[src/rtl/rsd_pkg.sv]
`timescale 1ns / 1ps
// ----------------------------------------------------------------------------
// Raster sprite decoder package
// Shared codes, register indexes, widths and the types of the result queue.
// ----------------------------------------------------------------------------
package rsd_pkg;

	localparam int LINE_WIDTH_DEF = 320;
	localparam int QDEPTH         = 4;
	localparam int CFG_IDX_W      = 4;
	localparam int CFG_DATA_W     = 9;

	localparam logic [7:0] CODE_ROW     = 8'hF6;
	localparam logic [7:0] CODE_BRACKET = 8'hF9;
	localparam logic [7:0] CODE_END     = 8'hFF;
	localparam logic [7:0] OFFSET_ABORT = 8'hFF;
	localparam logic [9:0] X_MAX        = 10'd1023;
	localparam logic [7:0] Y_MAX        = 8'd255;

	localparam logic [CFG_IDX_W-1:0] REG_ORIGIN_X     = CFG_IDX_W'(0);
	localparam logic [CFG_IDX_W-1:0] REG_ORIGIN_Y     = CFG_IDX_W'(1);
	localparam logic [CFG_IDX_W-1:0] REG_COLOR_OFFSET = CFG_IDX_W'(2);
	localparam logic [CFG_IDX_W-1:0] REG_DRAW_ZERO    = CFG_IDX_W'(3);

	localparam logic KIND_PIXEL = 1'b0;
	localparam logic KIND_END   = 1'b1;

	typedef struct packed {
		logic       kind;
		logic [9:0] x;
		logic [7:0] y;
		logic [7:0] color;
	} res_t;

	typedef struct packed {
		logic two;
		res_t r0;
		res_t r1;
	} entry_t;

endpackage

[src/rtl/rsd_if.sv]
`timescale 1ns / 1ps
// ----------------------------------------------------------------------------
// Raster sprite decoder channels
// Valid/ready channels for stream bytes, result items and register writes.
// ----------------------------------------------------------------------------
interface rsd_in_if;
	logic       valid;
	logic       ready;
	logic [7:0] data_byte;
	logic       first;

	modport source (output valid, data_byte, first, input ready);
	modport sink (input valid, data_byte, first, output ready);
endinterface

interface rsd_out_if;
	logic        valid;
	logic        ready;
	logic        kind;
	logic [15:0] pixel_address;
	logic [7:0]  pixel_color;
	logic        out_of_range;
	logic        last;

	modport source (output valid, kind, pixel_address, pixel_color, out_of_range, last,
		input ready);
	modport sink (input valid, kind, pixel_address, pixel_color, out_of_range, last,
		output ready);
endinterface

interface rsd_cfg_if;
	logic                          valid;
	logic                          ready;
	logic [rsd_pkg::CFG_IDX_W-1:0]  index;
	logic [rsd_pkg::CFG_DATA_W-1:0] data;

	modport source (output valid, index, data, input ready);
	modport sink (input valid, index, data, output ready);
endinterface

[src/rtl/rsd_front.sv]
`timescale 1ns / 1ps
// ----------------------------------------------------------------------------
// Raster sprite decoder front end
// Holds the registers and the position state, classifies each byte and
// queues the results it causes.
// ----------------------------------------------------------------------------
module rsd_front (
	input  logic            clk,
	input  logic            arst_n,
	rsd_in_if.sink          sprite,
	rsd_cfg_if.sink         cfg,
	input  logic            q_full,
	output logic            push,
	output rsd_pkg::entry_t entry
);

	logic [8:0] origin_x_q;
	logic [7:0] origin_y_q;
	logic [7:0] color_offset_q;
	logic       draw_zero_q;

	logic [9:0] pos_x_q;
	logic [7:0] pos_y_q;
	logic       held_q;
	logic       decoding_q;

	logic        acc;
	logic        abort;
	logic [7:0]  b;
	logic [9:0]  x1;
	logic [9:0]  x2;
	logic [7:0]  col_br;
	logic [7:0]  col_b;
	logic        is_row;
	logic        is_br;
	logic        res_b;
	rsd_pkg::res_t ra;
	rsd_pkg::res_t rb;
	rsd_pkg::res_t rend;

	assign sprite.ready = !q_full;
	assign cfg.ready    = 1'b1;
	assign acc          = sprite.valid && sprite.ready;
	assign b            = sprite.data_byte;

	always_ff @(posedge clk or negedge arst_n) begin
		if (!arst_n) begin
			origin_x_q     <= 9'd0;
			origin_y_q     <= 8'd0;
			color_offset_q <= 8'd1;
			draw_zero_q    <= 1'b0;
		end else if (cfg.valid && cfg.ready) begin
			case (cfg.index)
				rsd_pkg::REG_ORIGIN_X:     origin_x_q     <= cfg.data[8:0];
				rsd_pkg::REG_ORIGIN_Y:     origin_y_q     <= cfg.data[7:0];
				rsd_pkg::REG_COLOR_OFFSET: color_offset_q <= cfg.data[7:0];
				rsd_pkg::REG_DRAW_ZERO:    draw_zero_q    <= cfg.data[0];
				default: ;
			endcase
		end
	end

	always_comb begin
		abort  = (color_offset_q == rsd_pkg::OFFSET_ABORT) ||
			(held_q && (b == rsd_pkg::CODE_END));
		x1     = (held_q && (pos_x_q != rsd_pkg::X_MAX)) ? pos_x_q + 10'd1 : pos_x_q;
		x2     = (x1 != rsd_pkg::X_MAX) ? x1 + 10'd1 : x1;
		col_br = rsd_pkg::CODE_BRACKET + color_offset_q - 8'd1;
		col_b  = b + color_offset_q - 8'd1;
		is_row = (b == rsd_pkg::CODE_ROW);
		is_br  = (b == rsd_pkg::CODE_BRACKET);
		res_b  = !is_row && !is_br && ((b != 8'd0) || draw_zero_q);

		ra = '{kind: rsd_pkg::KIND_PIXEL, x: x1, y: pos_y_q, color: col_br};
		rb = '{kind: rsd_pkg::KIND_PIXEL, x: x2, y: pos_y_q,
			color: (b != 8'd0) ? col_b : 8'd0};
		rend = '{kind: rsd_pkg::KIND_END, x: 10'd0, y: 8'd0, color: 8'd0};

		entry.two = 1'b0;
		entry.r0  = rb;
		entry.r1  = rb;
		if (abort) begin
			entry.r0 = rend;
		end else if (held_q) begin
			entry.r0  = ra;
			entry.two = res_b;
		end

		push = acc && !sprite.first && decoding_q && (abort || held_q || res_b);
	end

	always_ff @(posedge clk or negedge arst_n) begin
		if (!arst_n) begin
			pos_x_q    <= 10'd0;
			pos_y_q    <= 8'd0;
			held_q     <= 1'b0;
			decoding_q <= 1'b0;
		end else if (acc) begin
			if (sprite.first) begin
				pos_x_q    <= {1'b0, origin_x_q};
				pos_y_q    <= origin_y_q;
				held_q     <= 1'b0;
				decoding_q <= 1'b1;
			end else if (decoding_q) begin
				if (abort) begin
					held_q     <= 1'b0;
					decoding_q <= 1'b0;
				end else begin
					held_q <= is_br;
					if (is_row) begin
						pos_x_q <= {1'b0, origin_x_q};
						if (pos_y_q != rsd_pkg::Y_MAX) begin
							pos_y_q <= pos_y_q + 8'd1;
						end
					end else if (is_br) begin
						pos_x_q <= x1;
					end else begin
						pos_x_q <= x2;
					end
				end
			end
		end
	end

endmodule

[src/rtl/rsd_queue.sv]
`timescale 1ns / 1ps
// ----------------------------------------------------------------------------
// Raster sprite decoder result queue
// Short first-in first-out buffer of decoded entries between front and back.
// ----------------------------------------------------------------------------
module rsd_queue (
	input  logic            clk,
	input  logic            arst_n,
	input  logic            push,
	input  rsd_pkg::entry_t push_entry,
	input  logic            pop,
	output logic            full,
	output logic            empty,
	output rsd_pkg::entry_t head
);

	localparam int PW = $clog2(rsd_pkg::QDEPTH);
	localparam int CW = $clog2(rsd_pkg::QDEPTH + 1);

	rsd_pkg::entry_t mem_q [rsd_pkg::QDEPTH];
	logic [PW-1:0]   wr_ptr_q;
	logic [PW-1:0]   rd_ptr_q;
	logic [CW-1:0]   cnt_q;
	logic            do_push;
	logic            do_pop;

	assign full    = (cnt_q == CW'(rsd_pkg::QDEPTH));
	assign empty   = (cnt_q == CW'(0));
	assign head    = mem_q[rd_ptr_q];
	assign do_push = push && !full;
	assign do_pop  = pop && !empty;

	always_ff @(posedge clk) begin
		if (do_push) begin
			mem_q[wr_ptr_q] <= push_entry;
		end
	end

	always_ff @(posedge clk or negedge arst_n) begin
		if (!arst_n) begin
			wr_ptr_q <= '0;
			rd_ptr_q <= '0;
			cnt_q    <= '0;
		end else begin
			if (do_push) begin
				wr_ptr_q <= (wr_ptr_q == PW'(rsd_pkg::QDEPTH - 1)) ? '0 : wr_ptr_q + PW'(1);
			end
			if (do_pop) begin
				rd_ptr_q <= (rd_ptr_q == PW'(rsd_pkg::QDEPTH - 1)) ? '0 : rd_ptr_q + PW'(1);
			end
			if (do_push && !do_pop) begin
				cnt_q <= cnt_q + CW'(1);
			end else if (do_pop && !do_push) begin
				cnt_q <= cnt_q - CW'(1);
			end
		end
	end

endmodule

[src/rtl/rsd_back.sv]
`timescale 1ns / 1ps
// ----------------------------------------------------------------------------
// Raster sprite decoder back end
// Takes queued entries apart into result items, computes the frame buffer
// address and holds each item in the output register until it is taken.
// ----------------------------------------------------------------------------
module rsd_back #(
	parameter int LINE_WIDTH = rsd_pkg::LINE_WIDTH_DEF
) (
	input  logic            clk,
	input  logic            arst_n,
	input  logic            empty,
	input  rsd_pkg::entry_t head,
	output logic            pop,
	rsd_out_if.source       pixel
);

	localparam int LW_W = $clog2(LINE_WIDTH + 1);
	localparam int MW   = 8 + LW_W;
	localparam int AW   = ((MW > 16) ? MW : 16) + 1;

	logic          sel_q;
	logic          load;
	logic          take;
	logic          is_last;
	rsd_pkg::res_t cur;
	logic [AW-1:0] addr;

	assign load    = !pixel.valid || pixel.ready;
	assign take    = load && !empty;
	assign cur     = sel_q ? head.r1 : head.r0;
	assign is_last = !head.two || sel_q;
	assign pop     = take && is_last;
	assign addr    = AW'(cur.y) * AW'(LINE_WIDTH) + AW'(cur.x);

	always_ff @(posedge clk or negedge arst_n) begin
		if (!arst_n) begin
			pixel.valid <= 1'b0;
			sel_q       <= 1'b0;
		end else if (load) begin
			pixel.valid <= !empty;
			if (take) begin
				sel_q <= !is_last;
			end
		end
	end

	always_ff @(posedge clk) begin
		if (take) begin
			pixel.kind          <= cur.kind;
			pixel.pixel_address <= addr[15:0];
			pixel.pixel_color   <= cur.color;
			pixel.out_of_range  <= |addr[AW-1:16];
			pixel.last          <= is_last;
		end
	end

endmodule

[src/rtl/raster_sprite_decoder_core.sv]
`timescale 1ns / 1ps
// ----------------------------------------------------------------------------
// Raster sprite decoder core
// Decodes a byte-coded sprite stream into frame buffer pixel writes.
//
//   Channel   Role     Carries
//   sprite    sink     data_byte, first
//   pixel     source   kind, pixel_address, pixel_color, out_of_range, last
//   cfg       sink     index, data (register write)
//
// One byte is taken each cycle while the four-entry result queue has room.
// A byte that causes two results holds the back end until both are taken, so the address
// multiply and output register set the result rate at one per cycle while the pixel channel is ready.
// A stalled pixel channel fills the queue and then holds sprite.ready low.
// Reset clears position, decode state, queue and output valid; no clearing pass.
// ----------------------------------------------------------------------------
module raster_sprite_decoder_core #(
	parameter int LINE_WIDTH = rsd_pkg::LINE_WIDTH_DEF
) (
	input  logic      clk,
	input  logic      arst_n,
	rsd_in_if.sink    sprite,
	rsd_out_if.source pixel,
	rsd_cfg_if.sink   cfg
);

	logic            push;
	logic            pop;
	logic            q_full;
	logic            q_empty;
	rsd_pkg::entry_t push_entry;
	rsd_pkg::entry_t head;

	rsd_front u_front (
		.clk    (clk),
		.arst_n (arst_n),
		.sprite (sprite),
		.cfg    (cfg),
		.q_full (q_full),
		.push   (push),
		.entry  (push_entry)
	);

	rsd_queue u_queue (
		.clk        (clk),
		.arst_n     (arst_n),
		.push       (push),
		.push_entry (push_entry),
		.pop        (pop),
		.full       (q_full),
		.empty      (q_empty),
		.head       (head)
	);

	rsd_back #(
		.LINE_WIDTH (LINE_WIDTH)
	) u_back (
		.clk    (clk),
		.arst_n (arst_n),
		.empty  (q_empty),
		.head   (head),
		.pop    (pop),
		.pixel  (pixel)
	);

	a_end_is_last : assert property (@(posedge clk) disable iff (!arst_n)
		(pixel.valid && pixel.kind == rsd_pkg::KIND_END) |-> pixel.last)
		else $error("end item without last");

	a_end_fields_zero : assert property (@(posedge clk) disable iff (!arst_n)
		(pixel.valid && pixel.kind == rsd_pkg::KIND_END) |->
		(pixel.pixel_address == 16'd0 && pixel.pixel_color == 8'd0 && !pixel.out_of_range))
		else $error("end item with nonzero fields");

	a_queue_drains : assert property (@(posedge clk) disable iff (!arst_n)
		(!q_empty && (!pixel.valid || pixel.ready)) |=> pixel.valid)
		else $error("queued entry not moved to output");

endmodule
[src/flat_wrapper.sv]
// flat-port wrapper written by rule: the top's interface ports become plain ports
module raster_sprite_decoder_core_flat 
#(
	parameter int LINE_WIDTH = rsd_pkg::LINE_WIDTH_DEF
)
  (clk, arst_n, sprite_valid, sprite_data_byte, sprite_first, sprite_ready, pixel_valid, pixel_kind, pixel_pixel_address, pixel_pixel_color, pixel_out_of_range, pixel_last, pixel_ready, cfg_valid, cfg_index, cfg_data, cfg_ready);
  rsd_in_if sprite_i ();
  rsd_out_if pixel_i ();
  rsd_cfg_if cfg_i ();
  input  logic clk;
  input  logic arst_n;
  input wire logic [$bits(sprite_i.valid)-1:0] sprite_valid;
  input wire logic [$bits(sprite_i.data_byte)-1:0] sprite_data_byte;
  input wire logic [$bits(sprite_i.first)-1:0] sprite_first;
  output wire logic [$bits(sprite_i.ready)-1:0] sprite_ready;
  output wire logic [$bits(pixel_i.valid)-1:0] pixel_valid;
  output wire logic [$bits(pixel_i.kind)-1:0] pixel_kind;
  output wire logic [$bits(pixel_i.pixel_address)-1:0] pixel_pixel_address;
  output wire logic [$bits(pixel_i.pixel_color)-1:0] pixel_pixel_color;
  output wire logic [$bits(pixel_i.out_of_range)-1:0] pixel_out_of_range;
  output wire logic [$bits(pixel_i.last)-1:0] pixel_last;
  input wire logic [$bits(pixel_i.ready)-1:0] pixel_ready;
  input wire logic [$bits(cfg_i.valid)-1:0] cfg_valid;
  input wire logic [$bits(cfg_i.index)-1:0] cfg_index;
  input wire logic [$bits(cfg_i.data)-1:0] cfg_data;
  output wire logic [$bits(cfg_i.ready)-1:0] cfg_ready;
  assign sprite_i.valid = sprite_valid;
  assign sprite_i.data_byte = sprite_data_byte;
  assign sprite_i.first = sprite_first;
  assign sprite_ready = sprite_i.ready;
  assign pixel_valid = pixel_i.valid;
  assign pixel_kind = pixel_i.kind;
  assign pixel_pixel_address = pixel_i.pixel_address;
  assign pixel_pixel_color = pixel_i.pixel_color;
  assign pixel_out_of_range = pixel_i.out_of_range;
  assign pixel_last = pixel_i.last;
  assign pixel_i.ready = pixel_ready;
  assign cfg_i.valid = cfg_valid;
  assign cfg_i.index = cfg_index;
  assign cfg_i.data = cfg_data;
  assign cfg_ready = cfg_i.ready;
  raster_sprite_decoder_core #(.LINE_WIDTH(LINE_WIDTH)) u_core (.clk(clk), .arst_n(arst_n), .sprite(sprite_i), .pixel(pixel_i), .cfg(cfg_i));
endmodule
[config.mk]
export PLATFORM = sky130hd
export DESIGN_NAME = raster_sprite_decoder_core_flat
export DESIGN_NICKNAME = d
export VERILOG_FILES = /design/src/rtl/rsd_pkg.sv /design/src/rtl/rsd_if.sv /design/src/rtl/rsd_front.sv /design/src/rtl/rsd_queue.sv /design/src/rtl/rsd_back.sv /design/src/rtl/raster_sprite_decoder_core.sv /design/src/flat_wrapper.sv
export SDC_FILE = /design/constraint.sdc
export NUM_CORES = 1
export LEC_CHECK = 0
export BUFFER_PORTS_ARGS = -buffer_cell sky130_fd_sc_hd__buf_2
export CORE_ASPECT_RATIO = 0.5
export CORE_MARGIN = 2
export CORE_UTILIZATION = 35
export CTS_BUF_LIST = sky130_fd_sc_hd__clkbuf_16
export DETAILED_ROUTE_END_ITERATION = 10
export SYNTH_ARGS = -nofsm -noshare
export SYNTH_HDL_FRONTEND = slang
export SYNTH_SLANG_ARGS = --single-unit
[constraint.sdc]
create_clock -name clk -period 5.3 [get_ports clk]
set_input_delay 0.265 -clock clk [delete_from_list [all_inputs] [get_ports clk]]
set_output_delay 0.265 -clock clk [all_outputs]
set_load 0.02 [all_outputs]
==> results by group <==
Clock network
  – # H-tree levels: 1
  – Num Clock Sinks: 298
  – CTS tree: yes
  – Clock slew seen by the registers of the worst setup and hold paths: 60 ps
  – Setup Buffers After CTS: 0
  – Cts bufs inserted: 29
  – Root Buffer: clkbuf_16
  – Worst skew pair latency: 560 ps
  – Clk buf depth: 3

Floorplan
  – DIE HEIGHT: 144.0 um
  – Die area: 0.04090 sq mm
  – Core Rows: 51
  – Horiz. Die Dim: 284.0 um
  – I/O pin cnt: 57
  – Core ar.: 0.03880 sq mm
  – Initial Util: 35.37%

Pwr
  – Peak supply drop: 0.0002483 V
  – Comb power frac: 39.0%
  – Clock power frac: 21.3%
  – Power Dens Cells: 598.9 mW/mm^2
  – Pleak: 0.005695 uW
  – Sw frac: 35.14%
  – Switching pwr: 3312 uW
  – Sequential Power Share: 39.7%
  – Cell internal pwr: 6112 uW

Routing
  – Vias/cell: 5.071
  – Antenna viol nets, final: 0
  – Post-Route WL: 29,600 um
  – Drt drc: 0
  – Pre-antenna DRT Iters: 4
  – DR iter-0 viols: 592
  – DR vias: 7,834
  – WL/cell: 19.16 um

Worst setup path
  – Crit path launch: u_core.u_front.pos_x_q[0]$_DFFE_PN0P_
  – Reg2Reg Launch Point: u_core.u_front.pos_x_q[0]$_DFFE_PN0P_
  – Startpoint types: register
  – Crit-path max FO: 12
  – Critical path's largest stage delay: 490 ps
  – Kind of critical path: register to register
  – Worst path cell trace: ha_1, nand3_2, or3_1, nand2_1, xor2_1, inv_1, ha_1, inv_1, nor3_2, and3_1, nand2_1, mux2_2, a21o_1
  – Critical Path AT: 4380 ps
  – CP max-delay cell: and3_1
  – Crit path max-delay family: simple AND/OR/NAND/NOR gates
  – Crit path capture type: register
  – WP buf/inv: 2
  – Worst EP required: 5600 ps

Global routing
  – Global-route wire length before repair: 46,350 um
  – Initial antenna violation count: 0
  – Largest net degree at the start of global routing: 56
  – Vias in the first global route: 7,849
  – All-layer global routing usage: 14.71%
  – Overflow after GRT: 0

Finish
  – Most common library cell in the layout ignoring fill and taps: edfxtp_1
  – Multi-input logic area: 0.004691 sq mm
  – Fillers: 3,592
  – Most frequent cells in the layout: edfxtp_1 (243), inv_1 (59), buf_2 (55), mux4_2 (54), dfrtp_1 (52)
  – FF/Latch Area: 0.008680 sq mm
  – Finished Cell Area: 0.01574 sq mm
  – Share of post-route cells with drive strength above 1: 24.95%
  – Synth-to-layout area growth: 14.67%
  – Final nets: 1,061
  – Util after Layout: 40.56%

Place
  – # port buffers: 55
  – Post-DP Area: 0.01468 sq mm
  – Detailed Place HPWL: 19,810 um
  – Pre-CTS WS: 1199 ps
  – Placer Congestion: 0.8982

Min path
  – Hold path start: sprite_valid
  – Hold WC Path Type: input pin to register

STA
  – Tcrit/Tclk final: 77.02%
  – Hold Slack: 69.07 ps
  – Unrepaired setup endpoints after global routing: no
  – Worst Tran Pin Value: 1082 ps
  – Minimum clock period: 4082 ps
  – Fmax: 0.2450 GHz
  – Final setup TNS: 0 ps
  – Final worst slack: 1218 ps
  – Rel. slew slack: 26.90%
  – Final Hold Fails: 0
  – Setup Viol. Count Final: 0
  – Max Slew Vio Count: 0
  – Final Skew: 11.29 ps

Flow run
  – Max cap viols: 0

Synthesis
  – Yosys cell types: 64
  – Syn_nets: 986
  – Synthesized instance count: 916
  – Syn_area_per_cell: 14.98 sq um
  – Sequential share of the synthesized area: 63.21%
  – Number of synthesized flops with an enable pin: 243
  – Post-Syn Area: 0.01372 sq mm
  – Synth Flop Type: edfxtp_1
  – Seq cells post-synth: 298
  – Fraction of registers with async set/reset: 18.46%
  – Yosys warning count: 0

Status
  – Outcome: complete, no violations
[metrics by stage]
stage | std cells | total power [uW]
2_1_floorplan | 916 | 6462
6_report | 1545 | 9424
5_1_grt | 1544 | 10070
3_3_place_gp | 1479 | 7397
3_5_place_dp | 1479 | 7479
4_1_cts | 1544 | 9522
[state kept, by name (all words and copies together) (netlist names), 2 cells and up]
name	cells
u_core.u_queue.mem_q	216
u_core.u_back.pixel.pixel_address	16
u_core.u_front.pos_x_q	10
u_core.u_front.origin_x_q	9
u_core.u_back.pixel.pixel_color	8
u_core.u_front.color_offset_q	8
u_core.u_front.origin_y_q	8
u_core.u_front.pos_y_q	8
u_core.u_queue.cnt_q	3
u_core.u_queue.rd_ptr_q	2
u_core.u_queue.wr_ptr_q	2
[what timing repair did]
action / CTS / global route
gates resized for setup: 0 / 0
hold buffers: 11 / 0
endpoints found under the hold margin: 79 / 0
[final cells by class]
cell class / count / share of cell area [%]
antenna: 1 / 0.01590
clock buffer: 31 / 4.930
clock inverter: 23 / 1.065
inverter: 55 / 1.312
multi-input combinational: 524 / 29.81
sequential: 298 / 55.16
tap: 530 / 4.214
timing repair buffer: 83 / 3.498
[path summary, 6_finish.rpt]
kind	end	slack, ps	cells past startpoint
setup reg to reg	u_core.u_queue.mem_q[3][43]$_DFFE_PP_	1220	13
setup / recovery	u_core.u_queue.mem_q[3][43]$_DFFE_PP_	1220	13
max in group asynchronous	u_core.u_queue.rd_ptr_q[0]$_DFFE_PN0P_	4360	3
min in group asynchronous	u_core.u_back.pixel.valid$_DFFE_PN0N_	380	3
hold / removal	u_core.u_front.decoding_q$_DFFE_PN0P_	70	4
hold reg to reg	u_core.u_front.origin_x_q[8]$_DFFE_PN0P_	500	1
[power by group through the flow]
stage,logic [uW],clock network (uW),registers [uW]
6_report,3680,2010,3740
5_1_grt,4120,2150,3800
4_1_cts,3720,2060,3750
3_5_place_dp,3690,0,3790
3_3_place_gp,3620,0,3780
2_1_floorplan,2740,0,3720
[worst register-to-register path, delay by kind of cell (launching register included)]
family,cells,cell delay [ps]
AOI/OAI and AO/OA,1,230
buffers and inverters,2,220
muxes,1,380
and+or+nand+nor,6,1940
xor gates and xnor gates,1,100
DFF,1,440
adders and majority gates,2,520
[per-layer routing]
| metal | GRT usage, % | vias up | part of all wire (%) |
|---|---|---|---|
| met5 | 0 | - | 0 |
| met4 | 3.019 | 0 | 1.5 |
| met3 | 2.508 | 36 | 5.0 |
| met2 | 22.73 | 172 | 44 |
| met1 | 21.90 | 3990 | 50 |
| li1 | - | 3636 | - |
[synth_stat cells, types with 3 or more instances]
library cell	n	area share, %
clkbuf_1	23	0.63
buf_1	7	0.19
o211ai_1	3	0.16
mux4_2	54	8.9
and2_1	13	0.59
nand4_1	11	0.50
a211oi_1	7	0.38
nor3_1	19	0.69
nand2_1	44	1.2
mux2i_1	13	0.95
edfxtp_1	243	53
a21o_1	9	0.49
xnor2_1	29	1.9
a31o_2	3	0.19
o21bai_1	4	0.22
dfrtp_1	54	9.8
nor2_1	47	1.3
ha_1	39	3.6
a31oi_1	4	0.18
o21a_1	5	0.27
mux2_2	51	4.2
nor4_1	5	0.23
buf_4	4	0.22
inv_1	54	1.5
and3_1	9	0.41
o22ai_1	8	0.36
o21ai_0	27	0.98
o31a_1	3	0.19
a21oi_1	39	1.4
nor2b_1	5	0.23
nand3_1	16	0.58
or2_2	6	0.27
o21ai_1	3	0.11
fa_1	4	0.58
buf_2	4	0.15
xor2_1	11	0.70
[logic make-up (layout without fill, tap and decap cells)]
kind of cell | after synthesis | after routing | synth area share (%)
fa+ha+maj | 43 | 43 | 4.139
compound gates | 127 | 127 | 5.926
xor+xnor | 40 | 40 | 2.553
mux | 119 | 119 | 14.10
simple gates | 194 | 194 | 7.321
other cells | 1 | 2 | 0.02733
flops | 298 | 298 | 63.21
buf+inv | 94 | 192 | 2.726
Note: power is estimated with default switching activity, not from simulation.
